**src/rtl/nmeap_pkg.sv**
```systemverilog
// ----------------------------------------------------------------------------
// nmeap_pkg: shared types and constants of the NMEA position sentence parser
// Sentence formats, field roles, character codes, result codes and limits.
// ----------------------------------------------------------------------------
package nmeap_pkg;

	// Sentence formats carried with every character.
	localparam logic [1:0] CMD_RMC = 2'd0;
	localparam logic [1:0] CMD_GLL = 2'd1;
	localparam logic [1:0] CMD_GGA = 2'd2;

	// Result status codes.
	localparam logic [1:0] ST_VALID   = 2'd0;
	localparam logic [1:0] ST_TOO_FEW = 2'd1;
	localparam logic [1:0] ST_NO_FIX  = 2'd2;

	// Characters that steer the parse.
	localparam logic [7:0] CH_NUL   = 8'h00;
	localparam logic [7:0] CH_TAB   = 8'h09;
	localparam logic [7:0] CH_CR    = 8'h0D;
	localparam logic [7:0] CH_SPACE = 8'h20;
	localparam logic [7:0] CH_PLUS  = 8'h2B;
	localparam logic [7:0] CH_COMMA = 8'h2C;
	localparam logic [7:0] CH_MINUS = 8'h2D;
	localparam logic [7:0] CH_DOT   = 8'h2E;
	localparam logic [7:0] CH_ZERO  = 8'h30;
	localparam logic [7:0] CH_NINE  = 8'h39;
	localparam logic [7:0] CH_A     = 8'h41;
	localparam logic [7:0] CH_N     = 8'h4E;
	localparam logic [7:0] CH_S     = 8'h53;
	localparam logic [7:0] CH_W     = 8'h57;

	// Limits.
	localparam logic [3:0]  FIELD_CAP  = 4'd15;
	localparam logic [3:0]  MIN_FIELDS = 4'd7;
	localparam logic [7:0]  LEN_CAP    = 8'd255;
	localparam logic [9:0]  DEG_SAT    = 10'd1023;
	localparam logic [31:0] MIN_SAT    = 32'hFFFF_FFFF;
	localparam logic [26:0] SPEED_SAT  = 27'd99999999;
	localparam logic [35:0] POS_SAT    = 36'd2147483647;

	// Coordinate digit phases.
	localparam logic [3:0] CP_DEG     = 4'd0;
	localparam logic [3:0] CP_DEG_END = 4'd1;
	localparam logic [3:0] CP_MIN_INT = 4'd2;
	localparam logic [3:0] CP_FRAC1   = 4'd3;
	localparam logic [3:0] CP_FRAC5   = 4'd7;
	localparam logic [3:0] CP_DONE    = 4'd8;

	// Speed digit phases.
	localparam logic [2:0] SP_INT  = 3'd0;
	localparam logic [2:0] SP_FRAC = 3'd1;
	localparam logic [2:0] SP_DONE = 3'd4;

	// Quality digit phases.
	localparam logic [1:0] QP_LEAD  = 2'd0;
	localparam logic [1:0] QP_DIGIT = 2'd1;
	localparam logic [1:0] QP_DONE  = 2'd2;

	typedef enum logic [2:0] {
		ROLE_NONE,
		ROLE_LAT,
		ROLE_LATH,
		ROLE_LON,
		ROLE_LONH,
		ROLE_STATUS,
		ROLE_QUAL,
		ROLE_SPEED
	} nmeap_role_t;

	typedef struct packed {
		logic        use_val;
		logic        neg;
		logic [9:0]  deg;
		logic [31:0] min;
	} nmeap_coord_t;

	typedef struct packed {
		logic [1:0]   status;
		logic         fix;
		logic [26:0]  speed;
		nmeap_coord_t lat;
		nmeap_coord_t lon;
	} nmeap_verdict_t;

	// Role of a field, by format and field number.
	function automatic nmeap_role_t role_of(input logic [1:0] cmd, input logic [3:0] tok);
		nmeap_role_t r;
		r = ROLE_NONE;
		if (tok < 4'd8) begin
			case (cmd)
				CMD_RMC: begin
					case (tok[2:0])
						3'd2: r = ROLE_STATUS;
						3'd3: r = ROLE_LAT;
						3'd4: r = ROLE_LATH;
						3'd5: r = ROLE_LON;
						3'd6: r = ROLE_LONH;
						3'd7: r = ROLE_SPEED;
						default: r = ROLE_NONE;
					endcase
				end
				CMD_GLL: begin
					case (tok[2:0])
						3'd1: r = ROLE_LAT;
						3'd2: r = ROLE_LATH;
						3'd3: r = ROLE_LON;
						3'd4: r = ROLE_LONH;
						3'd6: r = ROLE_STATUS;
						default: r = ROLE_NONE;
					endcase
				end
				CMD_GGA: begin
					case (tok[2:0])
						3'd2: r = ROLE_LAT;
						3'd3: r = ROLE_LATH;
						3'd4: r = ROLE_LON;
						3'd5: r = ROLE_LONH;
						3'd6: r = ROLE_QUAL;
						default: r = ROLE_NONE;
					endcase
				end
				default: r = ROLE_NONE;
			endcase
		end
		return r;
	endfunction

	// Weight of the next minute fraction digit (1e-5 minute units).
	function automatic logic [13:0] frac_weight(input logic [3:0] ph);
		logic [13:0] w;
		case (ph)
			4'd3:    w = 14'd10000;
			4'd4:    w = 14'd1000;
			4'd5:    w = 14'd100;
			4'd6:    w = 14'd10;
			default: w = 14'd1;
		endcase
		return w;
	endfunction

	// Weight of the next speed fraction digit (thousandths of a knot).
	function automatic logic [6:0] speed_weight(input logic [2:0] ph);
		logic [6:0] w;
		case (ph)
			3'd1:    w = 7'd100;
			3'd2:    w = 7'd10;
			default: w = 7'd1;
		endcase
		return w;
	endfunction

endpackage

```
**src/rtl/nmeap_char_if.sv**
```systemverilog
// ----------------------------------------------------------------------------
// nmeap_char_if: character channel of the sentence parser
// Valid/ready channel carrying one sentence character with format and end mark.
// ----------------------------------------------------------------------------
interface nmeap_char_if;
	logic       valid;
	logic       ready;
	logic [1:0] cmd;
	logic [7:0] char_byte;
	logic       last;

	modport source(output valid, output cmd, output char_byte, output last, input ready);
	modport sink(input valid, input cmd, input char_byte, input last, output ready);
endinterface

```
**src/rtl/nmeap_result_if.sv**
```systemverilog
// ----------------------------------------------------------------------------
// nmeap_result_if: result channel of the sentence parser
// Valid/ready channel carrying one parsed position report.
// ----------------------------------------------------------------------------
interface nmeap_result_if;
	logic               valid;
	logic               ready;
	logic [1:0]         status;
	logic               fix_active;
	logic signed [31:0] latitude;
	logic signed [31:0] longitude;
	logic [26:0]        speed_milliknots;

	modport source(output valid, output status, output fix_active, output latitude,
		output longitude, output speed_milliknots, input ready);
	modport sink(input valid, input status, input fix_active, input latitude,
		input longitude, input speed_milliknots, output ready);
endinterface

```
**src/rtl/nmeap_tokenizer.sv**
```systemverilog
// ----------------------------------------------------------------------------
// nmeap_tokenizer: per-character field splitting and number accumulation
// Updates the sentence state for each character and captures a verdict on last.
// ----------------------------------------------------------------------------
module nmeap_tokenizer import nmeap_pkg::*; #(
	parameter int LINE_LEN = 128
) (
	input  logic           clk,
	input  logic           arst_n,
	input  logic           go,
	input  logic [1:0]     cmd,
	input  logic [7:0]     char_byte,
	input  logic           last,
	output nmeap_verdict_t verdict_s2
);

	localparam int CW = $clog2(LINE_LEN);
	localparam logic [CW-1:0] LAST_POS = CW'(LINE_LEN - 1);

	logic [CW-1:0] cc_q, cc_n;
	logic [3:0]    fi_q, fi_n;
	logic [7:0]    flen_q, flen_n;
	logic [9:0]    deg_q [4];
	logic [9:0]    deg_n [4];
	logic [31:0]   min_q [4];
	logic [31:0]   min_n [4];
	logic [3:0]    ph_q [4];
	logic [3:0]    ph_n [4];
	logic [1:0]    clok_q, clok_n;
	logic [7:0]    hem_q [2];
	logic [7:0]    hem_n [2];
	logic          sta_q, sta_n;
	logic          qnz_q, qnz_n;
	logic [1:0]    qph_q, qph_n;
	logic [26:0]   spd_q, spd_n;
	logic [2:0]    sph_q, sph_n;
	logic          fix_held_q, fix_held_n;
	nmeap_verdict_t verdict;

	always_comb begin
		logic        digit;
		logic [3:0]  dval;
		logic [7:0]  p;
		nmeap_role_t role;
		logic        kk;
		logic [1:0]  idx;
		logic [3:0]  phc;
		logic [35:0] mv;
		logic [30:0] sv;
		logic [13:0] dv;
		logic        counted;
		logic        fix;
		logic        sel;
		logic [1:0]  ci;
		cc_n   = cc_q;
		fi_n   = fi_q;
		flen_n = flen_q;
		deg_n  = deg_q;
		min_n  = min_q;
		ph_n   = ph_q;
		clok_n = clok_q;
		hem_n  = hem_q;
		sta_n  = sta_q;
		qnz_n  = qnz_q;
		qph_n  = qph_q;
		spd_n  = spd_q;
		sph_n  = sph_q;
		digit  = (char_byte >= CH_ZERO) && (char_byte <= CH_NINE);
		dval   = char_byte[3:0];
		p      = flen_q;
		role   = ROLE_NONE;
		kk     = 1'b0;
		idx    = 2'd0;
		phc    = CP_DEG;
		mv     = '0;
		sv     = '0;
		dv     = '0;
		if (cc_q < LAST_POS) begin
			if (char_byte == CH_NUL) begin
				cc_n = LAST_POS;
			end else begin
				cc_n = cc_q + 1'b1;
				if (char_byte == CH_COMMA) begin
					flen_n = '0;
				end else begin
					if (flen_q == 8'd0 && fi_q < FIELD_CAP) fi_n = fi_q + 1'b1;
					if (flen_q != LEN_CAP) flen_n = flen_q + 1'b1;
					role = role_of(cmd, fi_n - 4'd1);
					case (role)
						ROLE_LAT, ROLE_LON: begin
							kk = (role == ROLE_LON);
							clok_n[kk] = (p >= 8'd3);
							for (int s = 0; s < 2; s++) begin
								idx = {kk, 1'(s)};
								if (p < 8'(2 + s)) begin
									if (ph_q[idx] == CP_DEG) begin
										if (digit) begin
											dv = 14'(deg_q[idx]) * 14'd10 + 14'(dval);
											deg_n[idx] = (dv > 14'(DEG_SAT)) ? DEG_SAT : dv[9:0];
										end else begin
											ph_n[idx] = CP_DEG_END;
										end
									end
								end else begin
									phc = (p == 8'(2 + s)) ? CP_MIN_INT : ph_q[idx];
									ph_n[idx] = phc;
									if (phc == CP_MIN_INT) begin
										if (digit) begin
											mv = {min_q[idx], 3'b0} + {3'b0, min_q[idx], 1'b0}
												+ 36'(dval) * 36'd100000;
											min_n[idx] = (mv > 36'(MIN_SAT)) ? MIN_SAT : mv[31:0];
										end else if (char_byte == CH_DOT) begin
											ph_n[idx] = CP_FRAC1;
										end else begin
											ph_n[idx] = CP_DONE;
										end
									end else if (phc >= CP_FRAC1 && phc <= CP_FRAC5) begin
										if (digit) begin
											mv = 36'(min_q[idx]) + 36'(dval) * 36'(frac_weight(phc));
											min_n[idx] = (mv > 36'(MIN_SAT)) ? MIN_SAT : mv[31:0];
											ph_n[idx] = phc + 1'b1;
										end else begin
											ph_n[idx] = CP_DONE;
										end
									end
								end
							end
						end
						ROLE_LATH: if (p == 8'd0) hem_n[0] = char_byte;
						ROLE_LONH: if (p == 8'd0) hem_n[1] = char_byte;
						ROLE_STATUS: if (p == 8'd0) sta_n = (char_byte == CH_A);
						ROLE_QUAL: begin
							if (qph_q == QP_LEAD) begin
								if (char_byte == CH_SPACE || (char_byte >= CH_TAB && char_byte <= CH_CR)) begin
									qph_n = QP_LEAD;
								end else if (char_byte == CH_PLUS || char_byte == CH_MINUS) begin
									qph_n = QP_DIGIT;
								end else if (digit) begin
									qph_n = QP_DIGIT;
									if (char_byte != CH_ZERO) qnz_n = 1'b1;
								end else begin
									qph_n = QP_DONE;
								end
							end else if (qph_q == QP_DIGIT) begin
								if (digit) begin
									if (char_byte != CH_ZERO) qnz_n = 1'b1;
								end else begin
									qph_n = QP_DONE;
								end
							end
						end
						ROLE_SPEED: begin
							if (sph_q == SP_INT) begin
								if (digit) begin
									sv = {spd_q, 3'b0} + {3'b0, spd_q, 1'b0} + 31'(dval) * 31'd1000;
									spd_n = (sv > 31'(SPEED_SAT)) ? SPEED_SAT : sv[26:0];
								end else if (char_byte == CH_DOT) begin
									sph_n = SP_FRAC;
								end else begin
									sph_n = SP_DONE;
								end
							end else if (sph_q < SP_DONE) begin
								if (digit) begin
									sv = 31'(spd_q) + 31'(dval) * 31'(speed_weight(sph_q));
									spd_n = (sv > 31'(SPEED_SAT)) ? SPEED_SAT : sv[26:0];
									sph_n = sph_q + 1'b1;
								end else begin
									sph_n = SP_DONE;
								end
							end
						end
						default: ;
					endcase
				end
			end
		end

		// Verdict on the state as it stands after this character.
		counted = (cmd != 2'd3) && (fi_n >= MIN_FIELDS);
		fix     = (cmd == CMD_GGA) ? qnz_n : sta_n;
		if (!counted)  verdict.status = ST_TOO_FEW;
		else if (!fix) verdict.status = ST_NO_FIX;
		else           verdict.status = ST_VALID;
		fix_held_n  = counted ? fix : fix_held_q;
		verdict.fix = fix_held_n;
		verdict.speed = (verdict.status == ST_VALID && cmd == CMD_RMC) ? spd_n : '0;
		sel = !(hem_n[0] == CH_N || hem_n[0] == CH_S);
		ci  = {1'b0, sel};
		verdict.lat.use_val = (verdict.status == ST_VALID) && clok_n[0];
		verdict.lat.neg     = (hem_n[0] == CH_S) || (hem_n[0] == CH_W);
		verdict.lat.deg     = deg_n[ci];
		verdict.lat.min     = min_n[ci];
		sel = !(hem_n[1] == CH_N || hem_n[1] == CH_S);
		ci  = {1'b1, sel};
		verdict.lon.use_val = (verdict.status == ST_VALID) && clok_n[1];
		verdict.lon.neg     = (hem_n[1] == CH_S) || (hem_n[1] == CH_W);
		verdict.lon.deg     = deg_n[ci];
		verdict.lon.min     = min_n[ci];
	end

	always_ff @(posedge clk or negedge arst_n) begin
		if (!arst_n) begin
			cc_q       <= '0;
			fi_q       <= '0;
			flen_q     <= '0;
			deg_q      <= '{default: '0};
			min_q      <= '{default: '0};
			ph_q       <= '{default: CP_DEG};
			clok_q     <= '0;
			hem_q      <= '{default: '0};
			sta_q      <= 1'b0;
			qnz_q      <= 1'b0;
			qph_q      <= QP_LEAD;
			spd_q      <= '0;
			sph_q      <= SP_INT;
			fix_held_q <= 1'b0;
		end else if (go) begin
			if (last) begin
				cc_q       <= '0;
				fi_q       <= '0;
				flen_q     <= '0;
				deg_q      <= '{default: '0};
				min_q      <= '{default: '0};
				ph_q       <= '{default: CP_DEG};
				clok_q     <= '0;
				hem_q      <= '{default: '0};
				sta_q      <= 1'b0;
				qnz_q      <= 1'b0;
				qph_q      <= QP_LEAD;
				spd_q      <= '0;
				sph_q      <= SP_INT;
				fix_held_q <= fix_held_n;
			end else begin
				cc_q   <= cc_n;
				fi_q   <= fi_n;
				flen_q <= flen_n;
				deg_q  <= deg_n;
				min_q  <= min_n;
				ph_q   <= ph_n;
				clok_q <= clok_n;
				hem_q  <= hem_n;
				sta_q  <= sta_n;
				qnz_q  <= qnz_n;
				qph_q  <= qph_n;
				spd_q  <= spd_n;
				sph_q  <= sph_n;
			end
		end
	end

	always_ff @(posedge clk) begin
		if (go && last) verdict_s2 <= verdict;
	end

endmodule

```
**src/rtl/nmeap_coord_conv.sv**
```systemverilog
// ----------------------------------------------------------------------------
// nmeap_coord_conv: degrees and minutes to signed 1e-7 degree units
// Three register stages: scale, divide by three, then sum, saturate and sign.
// ----------------------------------------------------------------------------
module nmeap_coord_conv import nmeap_pkg::*; (
	input  logic               clk,
	input  logic               en_s3,
	input  logic               en_s4,
	input  logic               en_out,
	input  nmeap_coord_t       coord,
	output logic signed [31:0] value_q
);

	// minutes are in 1e-5 units, so min*100/60 rounds as (5*min+1)/3.
	logic [35:0] x_s3, qb_s3, x_s4, qe_s4;
	logic [33:0] dm_s3, dm_s4;
	logic        use_s3, neg_s3, use_s4, neg_s4;

	always_ff @(posedge clk) begin
		logic [35:0] x, qa;
		x  = {coord.min, 2'b0} + 36'(coord.min) + 36'd1;
		qa = (x >> 2) + (x >> 4);
		if (en_s3) begin
			x_s3   <= x;
			qb_s3  <= qa + (qa >> 4);
			dm_s3  <= 34'(coord.deg) * 34'd10000000;
			use_s3 <= coord.use_val;
			neg_s3 <= coord.neg;
		end
	end

	always_ff @(posedge clk) begin
		logic [35:0] qc, qd;
		qc = qb_s3 + (qb_s3 >> 8);
		qd = qc + (qc >> 16);
		if (en_s4) begin
			x_s4   <= x_s3;
			qe_s4  <= qd + (qd >> 32);
			dm_s4  <= dm_s3;
			use_s4 <= use_s3;
			neg_s4 <= neg_s3;
		end
	end

	always_ff @(posedge clk) begin
		logic [35:0] r, qf, mag;
		logic [39:0] r11;
		r   = x_s4 - (qe_s4 + {qe_s4[34:0], 1'b0});
		r11 = {r, 3'b0} + {3'b0, r, 1'b0} + 40'(r);
		qf  = qe_s4 + 36'(r11 >> 5);
		mag = 36'(dm_s4) + qf;
		if (mag > POS_SAT) mag = POS_SAT;
		if (en_out) begin
			if (!use_s4)     value_q <= '0;
			else if (neg_s4) value_q <= -$signed(mag[31:0]);
			else             value_q <= $signed(mag[31:0]);
		end
	end

endmodule

```
**src/rtl/nmeap_dummy_placeholder.sv**
```systemverilog
// ----------------------------------------------------------------------------
// nmeap_out_stage: result output register with side fields
// Carries status, fix and speed alongside the coordinate pipeline.
// ----------------------------------------------------------------------------
module nmeap_out_stage import nmeap_pkg::*; (
	input  logic        clk,
	input  logic        en_s3,
	input  logic        en_s4,
	input  logic        en_out,
	input  logic [1:0]  status,
	input  logic        fix,
	input  logic [26:0] speed,
	output logic [1:0]  status_q,
	output logic        fix_q,
	output logic [26:0] speed_q
);

	logic [1:0]  status_s3, status_s4;
	logic        fix_s3, fix_s4;
	logic [26:0] speed_s3, speed_s4;

	always_ff @(posedge clk) begin
		if (en_s3) begin
			status_s3 <= status;
			fix_s3    <= fix;
			speed_s3  <= speed;
		end
		if (en_s4) begin
			status_s4 <= status_s3;
			fix_s4    <= fix_s3;
			speed_s4  <= speed_s3;
		end
		if (en_out) begin
			status_q <= status_s4;
			fix_q    <= fix_s4;
			speed_q  <= (speed_s4 > SPEED_SAT) ? SPEED_SAT : speed_s4;
		end
	end

endmodule

```
**src/rtl/nmeap_coord_conv_top_unused.sv**
```systemverilog
// ----------------------------------------------------------------------------
// nmeap_ctrl: stage valid tracking for the result pipeline
// Holds the valid bit of every stage and derives per-stage load enables.
// ----------------------------------------------------------------------------
module nmeap_ctrl (
	input  logic clk,
	input  logic arst_n,
	input  logic in_valid,
	input  logic in_last,
	input  logic out_ready,
	output logic in_ready,
	output logic go,
	output logic load_s1,
	output logic en_s3,
	output logic en_s4,
	output logic en_out,
	output logic out_valid
);

	logic v_s1_q, v_s2_q, v_s3_q, v_s4_q, v_out_q;
	logic rdy_out, rdy_s4, rdy_s3, rdy_s2;

	assign rdy_out   = !v_out_q || out_ready;
	assign rdy_s4    = !v_s4_q || rdy_out;
	assign rdy_s3    = !v_s3_q || rdy_s4;
	assign rdy_s2    = !v_s2_q || rdy_s3;
	assign go        = v_s1_q && (!in_last || rdy_s2);
	assign in_ready  = !v_s1_q || go;
	assign load_s1   = in_valid && in_ready;
	assign en_s3     = rdy_s3 && v_s2_q;
	assign en_s4     = rdy_s4 && v_s3_q;
	assign en_out    = rdy_out && v_s4_q;
	assign out_valid = v_out_q;

	always_ff @(posedge clk or negedge arst_n) begin
		if (!arst_n) begin
			v_s1_q  <= 1'b0;
			v_s2_q  <= 1'b0;
			v_s3_q  <= 1'b0;
			v_s4_q  <= 1'b0;
			v_out_q <= 1'b0;
		end else begin
			if (load_s1) v_s1_q <= 1'b1;
			else if (go) v_s1_q <= 1'b0;
			if (rdy_s2)  v_s2_q  <= go && in_last;
			if (rdy_s3)  v_s3_q  <= v_s2_q;
			if (rdy_s4)  v_s4_q  <= v_s3_q;
			if (rdy_out) v_out_q <= v_s4_q;
		end
	end

endmodule

```
**src/rtl/nmea_position_sentence_parser.sv**
```systemverilog
// ----------------------------------------------------------------------------
// nmea_position_sentence_parser: RMC, GLL and GGA position sentence parser
// Throughput: one character per clock; a character that ends a sentence
// waits while the verdict register is full and cannot pass its verdict on.
// Path: input register, verdict register, then three conversion stages.
// Reset: arst_n clears all sentence state, the held fix (void) and stage valids.
// ----------------------------------------------------------------------------
module nmea_position_sentence_parser import nmeap_pkg::*; #(
	parameter int LINE_LEN = 128
) (
	input  logic            clk,
	input  logic            arst_n,
	nmeap_char_if.sink      chars,
	nmeap_result_if.source  result
);

	// Input register. A character sits here while its state update is done;
	// it only waits when it ends a sentence and the verdict slot is still full.
	logic [1:0] cmd_s1;
	logic [7:0] char_s1;
	logic       last_s1;

	logic go, load_s1, en_s3, en_s4, en_out;
	nmeap_verdict_t verdict_s2;

	nmeap_ctrl u_ctrl (
		.clk       (clk),
		.arst_n    (arst_n),
		.in_valid  (chars.valid),
		.in_last   (last_s1),
		.out_ready (result.ready),
		.in_ready  (chars.ready),
		.go        (go),
		.load_s1   (load_s1),
		.en_s3     (en_s3),
		.en_s4     (en_s4),
		.en_out    (en_out),
		.out_valid (result.valid)
	);

	always_ff @(posedge clk) begin
		if (load_s1) begin
			cmd_s1  <= chars.cmd;
			char_s1 <= chars.char_byte;
			last_s1 <= chars.last;
		end
	end

	// Field splitting, digit accumulation and the verdict on the last character.
	nmeap_tokenizer #(.LINE_LEN(LINE_LEN)) u_tok (
		.clk        (clk),
		.arst_n     (arst_n),
		.go         (go),
		.cmd        (cmd_s1),
		.char_byte  (char_s1),
		.last       (last_s1),
		.verdict_s2 (verdict_s2)
	);

	// The two coordinates convert side by side in identical pipelines.
	nmeap_coord_conv u_lat (
		.clk     (clk),
		.en_s3   (en_s3),
		.en_s4   (en_s4),
		.en_out  (en_out),
		.coord   (verdict_s2.lat),
		.value_q (result.latitude)
	);

	nmeap_coord_conv u_lon (
		.clk     (clk),
		.en_s3   (en_s3),
		.en_s4   (en_s4),
		.en_out  (en_out),
		.coord   (verdict_s2.lon),
		.value_q (result.longitude)
	);

	// Status, fix and speed ride along with the coordinate stages.
	nmeap_out_stage u_side (
		.clk      (clk),
		.en_s3    (en_s3),
		.en_s4    (en_s4),
		.en_out   (en_out),
		.status   (verdict_s2.status),
		.fix      (verdict_s2.fix),
		.speed    (verdict_s2.speed),
		.status_q (result.status),
		.fix_q    (result.fix_active),
		.speed_q  (result.speed_milliknots)
	);

`ifndef SYNTHESIS
	// A report that is not a valid position carries no coordinates or speed.
	a_zero_unless_valid: assert property (@(posedge clk) disable iff (!arst_n)
		(result.valid && result.status != ST_VALID) |->
		(result.latitude == 32'sd0 && result.longitude == 32'sd0
			&& result.speed_milliknots == 27'd0))
		else $error("non-valid report carries position data");

	// The held fix agrees with the verdict it was updated from.
	a_fix_follows_status: assert property (@(posedge clk) disable iff (!arst_n)
		(result.valid && result.status == ST_VALID) |-> result.fix_active)
		else $error("valid position without active fix");

	a_nofix_clears: assert property (@(posedge clk) disable iff (!arst_n)
		(result.valid && result.status == ST_NO_FIX) |-> !result.fix_active)
		else $error("no-fix report with active fix");

	// A character that does not end a sentence never waits in the input register.
	a_char_not_stalled: assert property (@(posedge clk) disable iff (!arst_n)
		(!chars.ready) |-> last_s1)
		else $error("input stalled on a mid-sentence character");
`endif

endmodule

```
**src/flat_wrapper.sv**
```systemverilog
// flat-port wrapper written by rule: the top's interface ports become plain ports
module nmea_position_sentence_parser_flat import nmeap_pkg::*;
#(
	parameter int LINE_LEN = 128
)
  (clk, arst_n, chars_valid, chars_cmd, chars_char_byte, chars_last, chars_ready, result_valid, result_status, result_fix_active, result_latitude, result_longitude, result_speed_milliknots, result_ready);
  nmeap_char_if chars_i ();
  nmeap_result_if result_i ();
  input  logic clk;
  input  logic arst_n;
  input wire logic [$bits(chars_i.valid)-1:0] chars_valid;
  input wire logic [$bits(chars_i.cmd)-1:0] chars_cmd;
  input wire logic [$bits(chars_i.char_byte)-1:0] chars_char_byte;
  input wire logic [$bits(chars_i.last)-1:0] chars_last;
  output wire logic [$bits(chars_i.ready)-1:0] chars_ready;
  output wire logic [$bits(result_i.valid)-1:0] result_valid;
  output wire logic [$bits(result_i.status)-1:0] result_status;
  output wire logic [$bits(result_i.fix_active)-1:0] result_fix_active;
  output wire logic [$bits(result_i.latitude)-1:0] result_latitude;
  output wire logic [$bits(result_i.longitude)-1:0] result_longitude;
  output wire logic [$bits(result_i.speed_milliknots)-1:0] result_speed_milliknots;
  input wire logic [$bits(result_i.ready)-1:0] result_ready;
  assign chars_i.valid = chars_valid;
  assign chars_i.cmd = chars_cmd;
  assign chars_i.char_byte = chars_char_byte;
  assign chars_i.last = chars_last;
  assign chars_ready = chars_i.ready;
  assign result_valid = result_i.valid;
  assign result_status = result_i.status;
  assign result_fix_active = result_i.fix_active;
  assign result_latitude = result_i.latitude;
  assign result_longitude = result_i.longitude;
  assign result_speed_milliknots = result_i.speed_milliknots;
  assign result_i.ready = result_ready;
  nmea_position_sentence_parser #(.LINE_LEN(LINE_LEN)) u_core (.clk(clk), .arst_n(arst_n), .chars(chars_i), .result(result_i));
endmodule
```
**config.mk**
```make
export PLATFORM = sky130hd
export DESIGN_NAME = nmea_position_sentence_parser_flat
export DESIGN_NICKNAME = d
export VERILOG_FILES = /design/src/rtl/nmeap_pkg.sv /design/src/rtl/nmeap_char_if.sv /design/src/rtl/nmeap_result_if.sv /design/src/rtl/nmeap_tokenizer.sv /design/src/rtl/nmeap_coord_conv.sv /design/src/rtl/nmeap_dummy_placeholder.sv /design/src/rtl/nmeap_coord_conv_top_unused.sv /design/src/rtl/nmea_position_sentence_parser.sv /design/src/flat_wrapper.sv
export SDC_FILE = /design/constraint.sdc
export NUM_CORES = 2
export LEC_CHECK = 0
export BUFFER_PORTS_ARGS = -buffer_cell sky130_fd_sc_hd__buf_2
export CAP_MARGIN = 0
export CORE_ASPECT_RATIO = 0.9
export CORE_MARGIN = 2
export CORE_UTILIZATION = 50
export CTS_CLUSTER_SIZE = 8
export DETAILED_ROUTE_END_ITERATION = 7
export PLACE_DENSITY = 0.68
export SETUP_SLACK_MARGIN = 0.4
export SYNTH_ARGS = -nofsm -noshare
export SYNTH_HDL_FRONTEND = slang
export SYNTH_HIERARCHICAL = 1
export SYNTH_SLANG_ARGS = --single-unit
```
**constraint.sdc**
```tcl
create_clock -name clk -period 33.9 [get_ports clk]
set_input_delay 6.78 -clock clk [delete_from_list [all_inputs] [get_ports clk]]
set_output_delay 6.78 -clock clk [all_outputs]
set_load 0.05 [all_outputs]
```
==> impl_metrics.json <==
{
  "outcome": "finished, violations left",
  "violations": "design-rule violations",
  "pin_count": 111,
  "cts_root_buf": "clkbuf_16",
  "place_congestion": 0.990,
  "crit_fanout": 7,
  "synth_flop_cell": "edfxtp_1",
  "antenna_left": 0,
  "synth_nets": 12200,
  "drive_above_1_share_pct": 5.46,
  "end_kind": "primary output",
  "grt_max_degree": 134,
  "hold_buffers": 0,
  "vias": 82900,
  "min_period_ps": 14470,
  "clkLatencyLatePin_ps": 820,
  "maxCapViolCount": 0,
  "setup.worst_path.class": "in2out",
  "ys_ff_latch": 942,
  "grt_pass1_vias": 79500,
  "r2r-start": "u_core/u_lon/qe_s4[7]$_DFFE_PP_",
  "crit_start": "result_ready",
  "stdcell_count": 13400,
  "synthDistinctLibCells": 126,
  "wl_per_cell_um": 22.0,
  "fillers": 17300,
  "syn_avg_cell_area_sq_um": 8.95,
  "core_area_sq_um": 191000,
  "crit_path_start_kind": "input port",
  "dpl.cell_count": 13200,
  "fin_nets": 12200,
  "first_iter_violations": 8282,
  "dpl-instance-area_sq_um": 99600,
  "die_width_um": 467,
  "cts.reportedPaths.clkPinSlew_ps": 50,
  "antenna_found_initial": 15,
  "htreeDepth": 4,
  "grt_pass1_wl_mm": 454,
  "worst_pin_slew_ps": 1240,
  "ys_seq_area_share_pct": 28.0,
  "cts_buffer_depth": 3,
  "wirelength_mm": 294,
  "hold_path.class": "reg2reg",
  "drt-pass1-iter-count": 8,
  "post-dp-hpwl_mm": 227,
  "hold_violations": 0,
  "cts_resized": 0,
  "finalSetupTns_ps": 0,
  "syn_area_sq_um": 96500,
  "die_h_um": 421,
  "yosys_warnings": 6,
  "avgViaCountPerCell": 6.20,
  "gr-usage-all-layers_pct": 29.3,
  "ff2ff_path_depth": 46,
  "skew_ps": 54.8,
  "rows": 152,
  "fmax_mhz": 69.1,
  "numCtsBuffers": 138,
  "min_from": "u_core/u_lat/dm_s3[20]$_DFFE_PP_",
  "slew_headroom_pct": 15.2,
  "initial_core_util_pct": 50.4,
  "rsz0062_at_grt": "no",
  "gr-total-overflow": 0,
  "areaGrowthSynthToFinish_pct": 7.34,
  "postCtsSetupBuffers": 0,
  "drv_slew": 0,
  "critPathRequiredTime_ps": 27120,
  "ys_async_sr_fraction_pct": 27.7,
  "hold_depth": 0,
  "io_buffers": 110,
  "setup_violations": 0,
  "drc": 6,
  "period_share_pct": 42.7,
  "die-area_sq_um": 197000,
  "cp.arrival_ps": 7690,
  "synth_edf_count": 681,
  "synth_cells": 10800,
  "tritoncts": "yes",
  "finalInstanceArea_sq_um": 104000,
  "clock_sinks": 942
}
-- layout by cell type (no fill, tap or decap), types with 68 or more instances in the layout --
master,count
clkbuf_16,143
xor2_1,265
xnor2_1,467
edfxtp_1,681
nand4_1,95
nor3_1,215
nand2b_1,129
o2bb2ai_1,103
nor2_1,751
ha_1,1016
inv_1,1051
nor2b_1,100
a21o_1,347
a22oi_1,82
fa_1,376
o21bai_1,88
and2_1,104
a31oi_1,110
nand3_1,264
or3_1,68
buf_2,109
and3_1,147
a211oi_1,161
dfrtp_1,261
nand2_1,832
o21ai_0,454
o211ai_1,106
buf_4,96
a21oi_1,847
mux2i_1,91
o21a_1,163
-- state kept, by name (all words and copies together), names as in the netlist, 27 cells and up --
signal / flops
u_core/u_lat/dm_s3: 27
u_core/u_lat/dm_s4: 27
u_core/u_lat/qb_s3: 35
u_core/u_lat/qe_s4: 36
u_core/u_lat/value_q: 32
u_core/u_lat/x_s3: 35
u_core/u_lat/x_s4: 35
u_core/u_lon/dm_s3: 27
u_core/u_lon/dm_s4: 27
u_core/u_lon/qb_s3: 35
u_core/u_lon/qe_s4: 36
u_core/u_lon/value_q: 32
u_core/u_lon/x_s3: 35
u_core/u_lon/x_s4: 35
u_core/u_side/speed_q: 27
u_core/u_side/speed_s3: 27
u_core/u_side/speed_s4: 27
u_core/u_tok/deg_q: 40
u_core/u_tok/min_q: 128
u_core/u_tok/spd_q: 27
u_core/u_tok/verdict_s2: 118
-- cells in the mapped netlist, types with 26 or more instances --
| cell type | n | area share, % |
|---|---|---|
| inv_1 | 1052 | 4.1 |
| ha_1 | 1016 | 13 |
| a21oi_1 | 849 | 4.4 |
| nand2_1 | 834 | 3.2 |
| nor2_1 | 753 | 2.9 |
| edfxtp_1 | 681 | 21 |
| xnor2_1 | 467 | 4.2 |
| o21ai_0 | 456 | 2.4 |
| fa_1 | 376 | 7.8 |
| a21o_1 | 347 | 2.7 |
| clkbuf_1 | 270 | 1.1 |
| nand3_1 | 265 | 1.4 |
| xor2_1 | 265 | 2.4 |
| dfrtp_1 | 261 | 6.8 |
| nor3_1 | 215 | 1.1 |
| o21a_1 | 164 | 1.3 |
| a211oi_1 | 163 | 1.3 |
| and3_1 | 147 | 0.95 |
| nand2b_1 | 129 | 0.84 |
| a31oi_1 | 111 | 0.72 |
| o211ai_1 | 106 | 0.82 |
| and2_1 | 105 | 0.68 |
| o2bb2ai_1 | 103 | 0.93 |
| nor2b_1 | 101 | 0.65 |
| nand4_1 | 95 | 0.62 |
| mux2i_1 | 91 | 0.94 |
| o21bai_1 | 88 | 0.68 |
| a22oi_1 | 82 | 0.64 |
| buf_2 | 72 | 0.37 |
| o221ai_1 | 68 | 0.62 |
| or3_1 | 68 | 0.44 |
| or2_2 | 56 | 0.36 |
| o31ai_1 | 55 | 0.43 |
| o22ai_1 | 54 | 0.35 |
| a211o_1 | 43 | 0.39 |
| nor4_1 | 41 | 0.27 |
| mux2_2 | 38 | 0.44 |
| nand3b_1 | 32 | 0.25 |
| a221oi_1 | 31 | 0.28 |
| nor3b_1 | 29 | 0.23 |
| o21ai_1 | 29 | 0.15 |
| or4_1 | 28 | 0.22 |
| a22o_1 | 26 | 0.24 |
-- cells by family after synthesis --
logic type	share of synthesized area [%]
compound gates	21.9
xor+xnor	6.67
fa+ha+maj	21.0
buf+inv	5.74
flops	28.0
mux	1.40
other cells	0.00778
simple gates	15.4
-- worst paths after layout --
path,slack (ps),end
max,19430,chars_ready
min,400,u_core/u_lat/dm_s4[20]$_DFFE_PP_
max reg2reg,20580,u_core/u_lon/value_q[30]$_SDFFCE_PN0P_
min reg2reg,400,u_core/u_lat/dm_s4[20]$_DFFE_PP_
max in group asynchronous,25620,u_core/u_tok/min_q[99]$_DFFE_PN0P_
min in group asynchronous,6010,u_core/u_tok/fi_q[2]$_DFFE_PN0P_
-- metrics by stage --
| step | setup slack (ps) | hold slack [ps] | util [%] |
|---|---|---|---|
| final | 19430 | 398 | 54.1 |
| after global placement | 19430 | 400 | 52.1 |
| after floorplan | 9350 | 400 | - |
| after CTS | 19420 | 398 | 54.1 |
| after detailed placement | 19420 | 405 | 52.1 |
| after global routing | 19370 | 400 | 54.1 |
-- worst max-delay path, stage by stage --
cell and delay, ps:
buf_2 110, and4b_1 440, nand4_1 130, buf_2 220
-- per-layer routing --
layer / wire (um) / track usage (%)
met2: 127000 / 45.1
met4: 12500 / 11.8
met3: 23900 / 5.37
met1: 130000 / 40.7
met5: 68 / 0
-- area by class of cell --
cell class                      instances  area [sq um]  share of cell area (%)
Multi-Input combinational cell       8412         64100                    61.9
Sequential cell                       942         27000                    26.0
Inverter                             1059          3980                    3.84
Clock buffer                          195          3790                    3.66
Tap cell                             2541          3180                    3.07
Timing Repair Buffer                  208          1320                    1.28
Clock inverter                         13           193                   0.186
Antenna cell                            1          2.50                 0.00242
Power is not shown: default switching activity piles up to over one toggle a cycle in this logic, so the estimate is an artifact.
